## src/html_href_extractor_macros.svh

```systemverilog
// -----------------------------------------------------------------------------
// html_href_extractor assertion macros
// Shared property wrappers, clocked on clk and disabled during rst.
// -----------------------------------------------------------------------------
`ifndef HTML_HREF_EXTRACTOR_MACROS_SVH
`define HTML_HREF_EXTRACTOR_MACROS_SVH

// Same-cycle implication.
`define HHE_ASSERT_NOW(label, ante, cons, msg) \
  label: assert property (@(posedge clk) disable iff (rst) (ante) |-> (cons)) \
    else $error(msg);

// Next-cycle implication.
`define HHE_ASSERT_NEXT(label, ante, cons, msg) \
  label: assert property (@(posedge clk) disable iff (rst) (ante) |=> (cons)) \
    else $error(msg);

`endif

```

## src/hhe_pkg.sv

```systemverilog
// -----------------------------------------------------------------------------
// hhe_pkg
// Types and character constants for the HTML link target scanner.
// -----------------------------------------------------------------------------
package hhe_pkg;

  localparam int unsigned LenWidth       = 13;
  localparam logic [LenWidth-1:0] MaxUrlLenReset = 13'd2048;

  // Scanner phases
  typedef enum logic [3:0] {
    PH_SEEK_LT  = 4'd0,
    PH_AFTER_LT = 4'd1,
    PH_SEEK_H   = 4'd2,
    PH_MATCH_R  = 4'd3,
    PH_MATCH_E  = 4'd4,
    PH_MATCH_F  = 4'd5,
    PH_SEEK_EQ  = 4'd6,
    PH_SKIP_WS  = 4'd7,
    PH_URL      = 4'd8
  } phase_t;

  localparam logic [7:0] CH_LT    = 8'h3C;  // <
  localparam logic [7:0] CH_GT    = 8'h3E;  // >
  localparam logic [7:0] CH_EQ    = 8'h3D;  // =
  localparam logic [7:0] CH_A     = 8'h61;  // a
  localparam logic [7:0] CH_H     = 8'h68;  // h
  localparam logic [7:0] CH_R     = 8'h72;  // r
  localparam logic [7:0] CH_E     = 8'h65;  // e
  localparam logic [7:0] CH_F     = 8'h66;  // f
  localparam logic [7:0] CH_SP    = 8'h20;
  localparam logic [7:0] CH_TAB   = 8'h09;
  localparam logic [7:0] CH_CR    = 8'h0D;
  localparam logic [7:0] CH_LF    = 8'h0A;
  localparam logic [7:0] CH_DQUOTE = 8'h22;
  localparam logic [7:0] CH_SQUOTE = 8'h27;

  typedef struct packed {
    logic [7:0] in_byte;
    logic       doc_start;
  } byte_item_t;

  typedef struct packed {
    logic [7:0]          url_byte;
    logic                url_end;
    logic [LenWidth-1:0] url_length;
  } url_item_t;

  // Whitespace and quotes skipped before a URL starts
  function automatic logic is_lead_skip(input logic [7:0] c);
    return (c == CH_SP) || (c == CH_TAB) || (c == CH_CR) || (c == CH_LF) ||
           (c == CH_DQUOTE) || (c == CH_SQUOTE);
  endfunction

  // Bytes that close a URL
  function automatic logic is_url_stop(input logic [7:0] c);
    return (c == CH_SP) || (c == CH_TAB) || (c == CH_DQUOTE) ||
           (c == CH_SQUOTE) || (c == CH_GT);
  endfunction

endpackage

```

## src/html_href_extractor.sv

```systemverilog
// -----------------------------------------------------------------------------
// html_href_extractor
// Streams link targets (href values of <a> tags) out of an HTML byte stream.
// -----------------------------------------------------------------------------
// A byte enters the input register, where the combinational phase/count update
// decides its fate; its result, if it produces one, then waits in the output
// register. Throughput is one byte per clock while link_stall does not hold a
// result back, set by that phase update, which folds the rescans of a broken
// match or a cut-off URL into the same cycle.
// Each URL byte comes out as a result with url_end low; a non-empty URL is
// closed by one result with url_end high and the byte count in url_length.
// Empty URLs give nothing. URLs longer than the length limit are cut at that
// many bytes, and the byte that hits the limit is scanned again for a new tag.
// doc_start on a byte restarts the scanner before that byte, dropping any
// half-read URL without an end result. The length limit (reset 2048) is
// written through the cfg channel, which is always ready; write it only while
// idle.
// -----------------------------------------------------------------------------
`include "html_href_extractor_macros.svh"

module html_href_extractor #(
  parameter logic [hhe_pkg::LenWidth-1:0] MaxUrlLenInit = hhe_pkg::MaxUrlLenReset
) (
  input  logic                          clk,
  input  logic                          rst,
  // byte stream
  input  logic                          src_valid,
  output logic                          src_stall,
  input  hhe_pkg::byte_item_t           src_item,
  // link target stream
  output logic                          link_valid,
  input  logic                          link_stall,
  output hhe_pkg::url_item_t            link_item,
  // length limit write
  input  logic                          cfg_valid,
  output logic                          cfg_ready,
  input  logic [hhe_pkg::LenWidth-1:0]  cfg_data
);

  // Config
  logic [hhe_pkg::LenWidth-1:0] len_limit;

  // Input register
  logic                s1_valid;
  hhe_pkg::byte_item_t s1;
  logic                s1_adv;

  // Scanner state
  hhe_pkg::phase_t              phase, phase_next;
  logic [hhe_pkg::LenWidth-1:0] taken_count, count_next;

  // Decode of the current byte
  hhe_pkg::phase_t              ph_cur;
  logic [hhe_pkg::LenWidth-1:0] cnt_cur;
  logic [hhe_pkg::LenWidth-1:0] url_cnt;
  logic                         url_go;     // byte handled by the URL step
  logic                         url_close;  // URL step ends the URL
  logic                         c_stop;
  logic                         rescan;

  // Result of the current byte
  logic               res_valid;
  hhe_pkg::url_item_t res;

  assign cfg_ready = 1'b1;

  always_ff @(posedge clk) begin
    if (rst) begin
      len_limit <= MaxUrlLenInit;
    end else if (cfg_valid && cfg_ready) begin
      len_limit <= cfg_data;
    end
  end

  // Byte advances when it makes no result or the output register frees up
  assign s1_adv    = s1_valid && (!res_valid || !link_valid || !link_stall);
  assign src_stall = s1_valid && !s1_adv;

  always_ff @(posedge clk) begin
    if (rst) begin
      s1_valid <= 1'b0;
    end else if (src_valid && !src_stall) begin
      s1_valid <= 1'b1;
    end else if (s1_adv) begin
      s1_valid <= 1'b0;
    end
  end

  always_ff @(posedge clk) begin
    if (src_valid && !src_stall) begin
      s1 <= src_item;
    end
  end

  // doc_start restarts the scan before the byte is looked at
  always_comb begin
    ph_cur  = s1.doc_start ? hhe_pkg::PH_SEEK_LT : phase;
    cnt_cur = s1.doc_start ? '0 : taken_count;
    c_stop  = hhe_pkg::is_url_stop(s1.in_byte);
    url_go  = 1'b0;
    url_cnt = cnt_cur;
    case (ph_cur)
      hhe_pkg::PH_SKIP_WS: begin
        // First byte that is neither blank nor a quote opens the URL with an empty count
        if (!hhe_pkg::is_lead_skip(s1.in_byte)) begin
          url_go  = 1'b1;
          url_cnt = '0;
        end
      end
      hhe_pkg::PH_URL: begin
        url_go = 1'b1;
      end
      default: begin
        url_go = 1'b0;
      end
    endcase
    url_close = url_go && (c_stop || (url_cnt >= len_limit));
  end

  // Next state
  always_comb begin
    phase_next = ph_cur;
    count_next = cnt_cur;
    rescan     = 1'b0;
    case (ph_cur)
      hhe_pkg::PH_AFTER_LT: begin
        if (s1.in_byte == hhe_pkg::CH_A) phase_next = hhe_pkg::PH_SEEK_H;
        else rescan = 1'b1;
      end
      hhe_pkg::PH_SEEK_H: begin
        if (s1.in_byte == hhe_pkg::CH_H) phase_next = hhe_pkg::PH_MATCH_R;
      end
      hhe_pkg::PH_MATCH_R: begin
        if (s1.in_byte == hhe_pkg::CH_R) phase_next = hhe_pkg::PH_MATCH_E;
        else rescan = 1'b1;
      end
      hhe_pkg::PH_MATCH_E: begin
        if (s1.in_byte == hhe_pkg::CH_E) phase_next = hhe_pkg::PH_MATCH_F;
        else rescan = 1'b1;
      end
      hhe_pkg::PH_MATCH_F: begin
        if (s1.in_byte == hhe_pkg::CH_F) phase_next = hhe_pkg::PH_SEEK_EQ;
        else rescan = 1'b1;
      end
      hhe_pkg::PH_SEEK_EQ: begin
        if (s1.in_byte == hhe_pkg::CH_EQ) phase_next = hhe_pkg::PH_SKIP_WS;
      end
      hhe_pkg::PH_SKIP_WS, hhe_pkg::PH_URL: begin
        if (url_close) begin
          count_next = '0;
          rescan     = !c_stop;  // cut off: byte starts a new tag search
          phase_next = hhe_pkg::PH_SEEK_LT;
        end else if (url_go) begin
          count_next = url_cnt + 1'b1;
          phase_next = hhe_pkg::PH_URL;
        end
      end
      default: begin
        // tag search, also for unused codes
        rescan = 1'b1;
      end
    endcase
    if (rescan) begin
      phase_next = (s1.in_byte == hhe_pkg::CH_LT) ? hhe_pkg::PH_AFTER_LT
                                                  : hhe_pkg::PH_SEEK_LT;
    end
  end

  // Result
  always_comb begin
    res_valid = 1'b0;
    res       = '0;
    if (url_close) begin
      res_valid      = (url_cnt != '0);
      res.url_end    = 1'b1;
      res.url_length = url_cnt;
    end else if (url_go) begin
      res_valid    = 1'b1;
      res.url_byte = s1.in_byte;
    end
  end

  always_ff @(posedge clk) begin
    if (rst) begin
      phase       <= hhe_pkg::PH_SEEK_LT;
      taken_count <= '0;
    end else if (s1_adv) begin
      phase       <= phase_next;
      taken_count <= count_next;
    end
  end

  // Output register
  always_ff @(posedge clk) begin
    if (rst) begin
      link_valid <= 1'b0;
    end else if (s1_adv && res_valid) begin
      link_valid <= 1'b1;
    end else if (!link_stall) begin
      link_valid <= 1'b0;
    end
  end

  always_ff @(posedge clk) begin
    if (s1_adv && res_valid) begin
      link_item <= res;
    end
  end

  // Checks
  `HHE_ASSERT_NOW(a_end_nonempty, link_valid && link_item.url_end, link_item.url_length != '0, "end result with zero length")
  `HHE_ASSERT_NOW(a_byte_not_stop, link_valid && !link_item.url_end, !hhe_pkg::is_url_stop(link_item.url_byte) && link_item.url_length == '0, "URL byte is a terminator")
  `HHE_ASSERT_NOW(a_count_only_in_url, phase != hhe_pkg::PH_URL, taken_count == '0, "count left outside URL phase")
  `HHE_ASSERT_NEXT(a_doc_restart, s1_adv && s1.doc_start, phase == hhe_pkg::PH_SEEK_LT || phase == hhe_pkg::PH_AFTER_LT, "new document did not restart the scan")

endmodule

```

## config.mk

```make
export PLATFORM = sky130hd
export DESIGN_NAME = html_href_extractor
export DESIGN_NICKNAME = d
export VERILOG_FILES = /design/src/hhe_pkg.sv /design/src/html_href_extractor.sv
export VERILOG_INCLUDE_DIRS = /design/src /design/src/src
export SDC_FILE = /design/constraint.sdc
export NUM_CORES = 1
export LEC_CHECK = 0
export ABC_AREA = 1
export ABC_CLOCK_PERIOD_IN_PS = 4200
export BUFFER_PORTS_ARGS = -buffer_cell sky130_fd_sc_hd__clkbuf_2
export CAP_MARGIN = 15
export CORE_UTILIZATION = 58
export CTS_CLUSTER_DIAMETER = 80
export DETAILED_ROUTE_END_ITERATION = 10
export PLACE_DENSITY_LB_ADDON = 0.3
export SYNTH_ARGS = -nofsm -noshare
export SYNTH_HDL_FRONTEND = slang
export SYNTH_SLANG_ARGS = --single-unit
```

## constraint.sdc

```tcl
create_clock -name clk -period 4.2 [get_ports clk]
set_clock_uncertainty 0.1 [all_clocks]
set_input_delay 0 -clock clk [delete_from_list [all_inputs] [get_ports clk]]
set_output_delay 0 -clock clk [all_outputs]
set_load 0.01 [all_outputs]
```

### Word level (Yosys, flattened, before mapping)

Index checks and enable logic that the tools add are counted.

| word-level totals | value |
|---|---|
| flip-flop bits (word level) | 63 |
| latch bits | 0 |
| memory bits (writable) | 0 |
| bits in read-only memories | 0 |
| input bits | 27 |
| word-level logic and storage cells | 96 |
| memories | 0 |

| cells by class | value |
|---|---|
| add/sub/neg operators | 1 |
| multiply operators | 0 |
| div/mod/pow operators | 0 |
| magnitude comparators | 1 |
| eq/ne operators | 23 |
| shifts and indexed selects | 0 |
| muxes and demuxes | 33 |
| bitwise gates (word level) | 1 |
| reduce and logical (&&, ||, !) cells | 27 |

Operators by type and width:

| cell | number |
|---|---|
| 13-bit 2-to-1 mux | 6 |
| 8-bit by 6-bit equality test with 1-bit output (second input constant) | 6 |
| 8-bit by 7-bit equality test with 1-bit output (second input constant) | 5 |
| 4-bit 2-to-1 mux | 10 |
| 4-bit case mux with 7 select lines | 1 |
| 8-bit by 4-bit equality test with 1-bit output (second input constant) | 3 |
| 4-bit by 3-bit equality test with 1-bit output (second input constant) | 4 |
| 14-bit 2-to-1 mux | 1 |
| 13-bit by 1-bit adder with 13-bit output (second input constant) | 1 |
| 13-bit >= comparator | 1 |
| 1-bit 2-to-1 mux | 13 |
| 13-bit nonzero test | 1 |
| 1-bit logical OR | 11 |
| 4-bit by 2-bit equality test with 1-bit output (second input constant) | 2 |
| 1-bit zero test | 6 |
| 1-bit case mux with 6 select lines | 1 |
| 2-bit OR reduction | 3 |
| 1-bit logical AND | 5 |
| 4-bit by 1-bit equality test with 1-bit output (second input constant) | 1 |
| 4-bit equality test (second input constant) | 1 |
| 2-bit by 1-bit inequality test with 1-bit output (second input constant) | 1 |
| 1-bit case mux with 2 select lines | 1 |
| 2-bit nonzero test | 1 |
| 1-bit inverter | 1 |

### Logic depth before layout (Yosys ltp)

| depth | value |
|---|---|
| word-level depth | 21 |
| mapped depth | 26 |
| gate-level depth less buffers | 23 |

### Worst setup path before layout

Ideal clock, no wire load.

| timing path | value |
|---|---|
| path kind | reg2reg |
| start | register s1[0] (netlist name) |
| end | register link_item[0] (netlist name) (enable) |
| setup time | 377 ps |
| data arrival time | 3124 ps |
| setup slack | 599 ps |
| cell stages (with the launch flop) | 23 |
| buffers on the path | 2 |
| period minus slack after synthesis | 3601 ps |
| path through | edfxtp_1 > inv_2 > nand2_2 > nor2_1 > nand2_1 > a21oi_2 > nand2_2 > buf_6 > buf_4 > nand2_1 > inv_1 > ha_1 > nand2_1 > inv_1 > nor2_1 > o21ai_0 > a21oi_1 > nand3_1 > nor2_1 > nor2_1 > a21oi_1 > nand3_1 > inv_1 |

| between the ends | value |
|---|---|
| longest elaborated chain between the ends | 12 |
| elaborated cells between the ends (all ways) | 18 |
| classes of those cells | order compare: 1; eq/ne: 2; mux: 7; reduce/logical: 8 |

Ends and longest elaborated chain:

| item | line | RTL |
|---|---|---|
| start, declared | html_href_extractor.sv:45 | `hhe_pkg::byte_item_t s1;` |
| start signal, assigned | html_href_extractor.sv:91 | `s1 <= src_item;` |
| 4-bit 2-to-1 mux or 13-bit 2-to-1 mux (tied branches) | html_href_extractor.sv:97, html_href_extractor.sv:98 |  |
| 4-bit by 3-bit equality test with 1-bit output or 13-bit 2-to-1 mux (tied branches) | html_href_extractor.sv:102, html_href_extractor.sv:105 |  |
| 13-bit 2-to-1 mux (*) | html_href_extractor.sv:102 | `case (ph_cur)` |
| net url_cnt (one bit) | html_href_extractor.sv:55 | `logic [hhe_pkg::LenWidth-1:0] url_cnt;` |
| 13-bit >= comparator | html_href_extractor.sv:117 | `url_close = url_go && (c_stop \|\| (url_cnt >= len_limit));` |
| 1-bit logical OR | html_href_extractor.sv:117 |  |
| 1-bit logical AND | html_href_extractor.sv:117 |  |
| 1-bit 2-to-1 mux (*) | html_href_extractor.sv:173 | `if (url_close) begin` |
| 1-bit zero test | html_href_extractor.sv:76 | `assign s1_adv = s1_valid && (!res_valid \|\| !link_valid \|\| !link_stall);` |
| 1-bit logical OR (2 in series) | html_href_extractor.sv:76 |  |
| 1-bit logical AND | html_href_extractor.sv:76 |  |
| 1-bit logical AND (*) | html_href_extractor.sv:205 | `if (s1_adv && res_valid) begin` |
| end signal, assigned | html_href_extractor.sv:206 | `link_item <= res;` |
| end, declared | html_href_extractor.sv:33 | `output hhe_pkg::url_item_t link_item,` |

Mark *: on every way through the listed nets, which the timed path passes. The rest lies on a longest branch.
A chain may end at the register's enable or synchronous reset.

### Worst setup path in the final report

| timing path | value |
|---|---|
| start | register s1[0] (netlist name) |
| end | register s1_valid |

| between the ends | value |
|---|---|
| longest elaborated chain between the ends | 16 |
| elaborated cells between the ends (all ways) | 23 |
| classes of those cells | order compare: 1; eq/ne: 2; mux: 8; reduce/logical: 12 |

Ends and longest elaborated chain:

| item | line | RTL |
|---|---|---|
| 4-bit 2-to-1 mux or 13-bit 2-to-1 mux (tied branches) | html_href_extractor.sv:97, html_href_extractor.sv:98 |  |
| 4-bit by 3-bit equality test with 1-bit output or 13-bit 2-to-1 mux (tied branches) | html_href_extractor.sv:102, html_href_extractor.sv:105 |  |
| 13-bit 2-to-1 mux (*) | html_href_extractor.sv:102 |  |
| net url_cnt (one bit) | html_href_extractor.sv:55 |  |
| 13-bit >= comparator | html_href_extractor.sv:117 |  |
| 1-bit logical OR | html_href_extractor.sv:117 |  |
| 1-bit logical AND | html_href_extractor.sv:117 |  |
| 1-bit 2-to-1 mux (*) | html_href_extractor.sv:173 |  |
| 1-bit zero test (*) | html_href_extractor.sv:76 |  |
| 1-bit logical OR (*) (2 in series) | html_href_extractor.sv:76 |  |
| 1-bit logical AND (*) | html_href_extractor.sv:76 |  |
| 1-bit zero test | html_href_extractor.sv:77 | `assign src_stall = s1_valid && !s1_adv;` |
| 1-bit logical AND | html_href_extractor.sv:77 |  |
| 1-bit zero test | html_href_extractor.sv:82 | `end else if (src_valid && !src_stall) begin` |
| 1-bit logical AND | html_href_extractor.sv:82 |  |
| 1-bit 2-to-1 mux or 2-bit nonzero test (tied branches) | - |  |
| end signal, assigned | html_href_extractor.sv:81 | `s1_valid <= 1'b0;` |
| end signal, assigned | html_href_extractor.sv:83 | `s1_valid <= 1'b1;` |
| end signal, assigned | html_href_extractor.sv:85 | `s1_valid <= 1'b0;` |
| end, declared | html_href_extractor.sv:44 | `logic s1_valid;` |

Marks and branches as above.

==> flow_summary.json <==
{
  "hold_path.class": "input pin to flop",
  "route.antenna.remaining_nets": 0,
  "synthArstFlopShare_pct": 0,
  "crit_path_max_fanout": 13,
  "startpoint": "s1[0]$_DFFE_PP_",
  "arrival_ps": 4140,
  "yosys_most_used_dff": "dfxtp_1",
  "relSlewSlack_pct": 50.0,
  "cts_tree": "done",
  "initial_core_util_pct": 59.7,
  "maxCapViolCount": 0,
  "synth-edff-count": 31,
  "dpl.hpwl_um": 7600,
  "ys_types": 33,
  "syn_nets": 577,
  "rrSetupSlack_ps": 260,
  "postCtsSetupRepairBufs": 0,
  "ir_drop_mv": 0.288,
  "synth_area_um2": 3770,
  "dieWidth_um": 82.6,
  "clk_path_buf_depth": 2,
  "final_hold_viol_count": 0,
  "vias_per_cell": 5.54,
  "grt_pass1_vias": 3379,
  "synthCells": 535,
  "start_kind": "flop",
  "grt-ovfl-total": 0,
  "yosys_warnings": 0,
  "io_pins": 52,
  "dpl_cell_area_um2": 4090,
  "synthSimpleGateAreaFrac_pct": 32.8,
  "core_area_um2": 6310,
  "cts-root-buf": "clkbuf_8",
  "syn-mean-instance-area_um2": 7.04,
  "synth_compound_area_share_pct": 9.69,
  "synth_seq_area_share_pct": 41.7,
  "rsz0062_at_grt": "no",
  "r2r_start": "s1[0]$_DFFE_PP_",
  "grt_pass1_wl_um": 16400,
  "reg2reg_to": "s1_valid$_SDFFE_PP0P_",
  "post-route-period-util_pct": 93.7,
  "clock_sinks": 63,
  "vias": 3875,
  "insertion_delay_ps": 350,
  "final_common_cell": "nand2_1",
  "worst_setup_path_end_kind": "flop",
  "die_y_um": 82.6,
  "cpMostUsedCell": "nand2_2",
  "max_stage_delay_ps": 540,
  "fin_util_pct": 74.5,
  "numCtsBuffers": 9,
  "place.gp.congestion": 0.944,
  "hold_ws_ps": 147,
  "diodes": 0,
  "drt_pass1_iterations": 7,
  "r2r_cells": 19,
  "maxClockFrequency_ghz": 0.254,
  "synthMuxAreaShare_pct": 0,
  "antenna_found_initial": 0,
  "num-nets-final": 660,
  "drc_errors": 0,
  "finish.instance_area_um2": 4700,
  "grt_max_degree": 29,
  "p_per_area_nw_per_um2": 345,
  "synth_seq_cells": 63,
  "cp.required_ps": 4400,
  "status": "finished clean",
  "clk_pin_slew_worst_paths_ps": 80,
  "synth_top_family_by_area": "simple AND/OR/NAND/NOR gates",
  "setup-violations-final": 0,
  "wl_um": 10800,
  "layout_common_cells": "nand2_1 (112), nor2_1 (108), inv_1 (72)",
  "synthXorXnorAreaFrac_pct": 0.465,
  "crit_end": "s1_valid$_SDFFE_PP0P_",
  "criticalPathCategory": "flop to flop",
  "place.port_buffers": 50,
  "drive_gt1_share_pct": 16.1,
  "wl_per_cell_um": 15.4,
  "first_iter_violations": 501,
  "setup_tns_ps": 0,
  "slew_violations": 0,
  "area.growth.synth_to_final_pct": 24.7,
  "finalNonFillerCells": 700,
  "leakage_uw": 0.00225,
  "crit_chain": "inv_4 > nand2_2 > nor2_1 > nand2_2 > a21oi_4 > nand2_4 > nand2_2 > inv_1 > ha_1 > a21oi_1 > o21ai_0 > a21oi_1 > nand3_2 > nor2_2 > nor2_1 > a21oi_2 > nand3_2 > a21oi_2 > dlygate4sd3_1",
  "worst_pin_slew_ps": 745,
  "period_needed_ps": 3940,
  "row_count": 29,
  "grt_use_total_pct": 33.0,
  "place_inst": 654,
  "die_area_um2": 6820,
  "synthAdderAreaFrac_pct": 4.98,
  "htree_levels": 3,
  "crit_path_top_delay_cell": "dlygate4sd3_1"
}
layer usage:
| layer | GRT usage [%] | share of wire [%] | vias up |
|---|---|---|---|
| met2 | 49.3 | 44 | 233 |
| met4 | 13.8 | 3.0 | 0 |
| met3 | 6.15 | 9.1 | 33 |
| met1 | 46.2 | 44 | 1719 |
| met5 | 0 | 0 | - |
| li1 | - | - | 1890 |
cell families after synthesis:
logic type | after synthesis
simple gates | 295
xor+xnor | 2
other cells | 1
compound gates | 66
fa+ha+maj | 15
buf+inv | 93
flops | 63
power by group:
part           internal (uW)  leakage, uW  switching [uW]  total, uW
Sequential               670     0.000568            18.1        688
Combinational           85.2      0.00156             139        224
Clock                    456     0.000130             256        713
worst min-delay path by stage:
| stage | from | endpoint | slack, ps | cells after the start |
|---|---|---|---|---|
| 2_1_floorplan | rst | link_valid$_SDFFE_PP0P_ | -30 | 1 |
| 3_3_place_gp | src_item[2] | s1[2]$_DFFE_PP_ | 80 | 1 |
| 3_5_place_dp | src_item[0] | s1[0]$_DFFE_PP_ | 80 | 1 |
| 4_1_cts | cfg_valid | len_limit[7]$_SDFFE_PP0P_ | 140 | 3 |
| 5_1_grt | cfg_valid | len_limit[7]$_SDFFE_PP0P_ | 230 | 3 |
| 6_report | cfg_valid | len_limit[3]$_SDFFE_PP0P_ | 150 | 3 |
area by class of cell:
type,instances,area (um2)
clock inverters,7,145
flip-flops and latches,63,1570
inverters,78,295
fillers,497,1610
repair buffers,86,606
multi-input cells,380,1860
clock buffers,9,124
well taps,77,96.3
registers in the layout (all words and copies together), names as in the netlist:
register and cells:
link_valid 1, s1_valid 1, link_item 22, len_limit 13, s1 9, phase 4, taken_count 13
critical path: cells and delay by family (launching register included):
family,cells,cell delay (ps)
AO/OA/AOI/OAI,6,1080
adder cells (fa/ha/maj),1,350
buffers and inverters,3,750
flip-flops,1,450
AND/OR/NAND/NOR,9,1140
synth_stat cells, types with 10 or more instances:
master / number / area (um2)
nand4_1: 11 / 68.8
nand3_1: 37 / 185
a21oi_1: 30 / 150
nor2_1: 109 / 409
ha_1: 15 / 188
edfxtp_1: 31 / 931
nor3_1: 10 / 50.1
dfxtp_1: 32 / 641
inv_1: 72 / 270
nand2_1: 116 / 435
o21ai_0: 23 / 115
timing repair:
action | 4_1_cts | 5_1_grt
hold endpoints to repair | 25 | 0
hold buffers | 29 | 0
gates resized for setup | 0 | 13
setup endpoints to repair | 0 | 51
stage by stage:
stage               power (uW)  worst slack [ps]
finish                    1620               264
global route              1680              7.39
CTS                       1620               102
detailed placement         889               337
global placement           885               476
floorplan                  833               599
(Power assumes the default switching activity.)
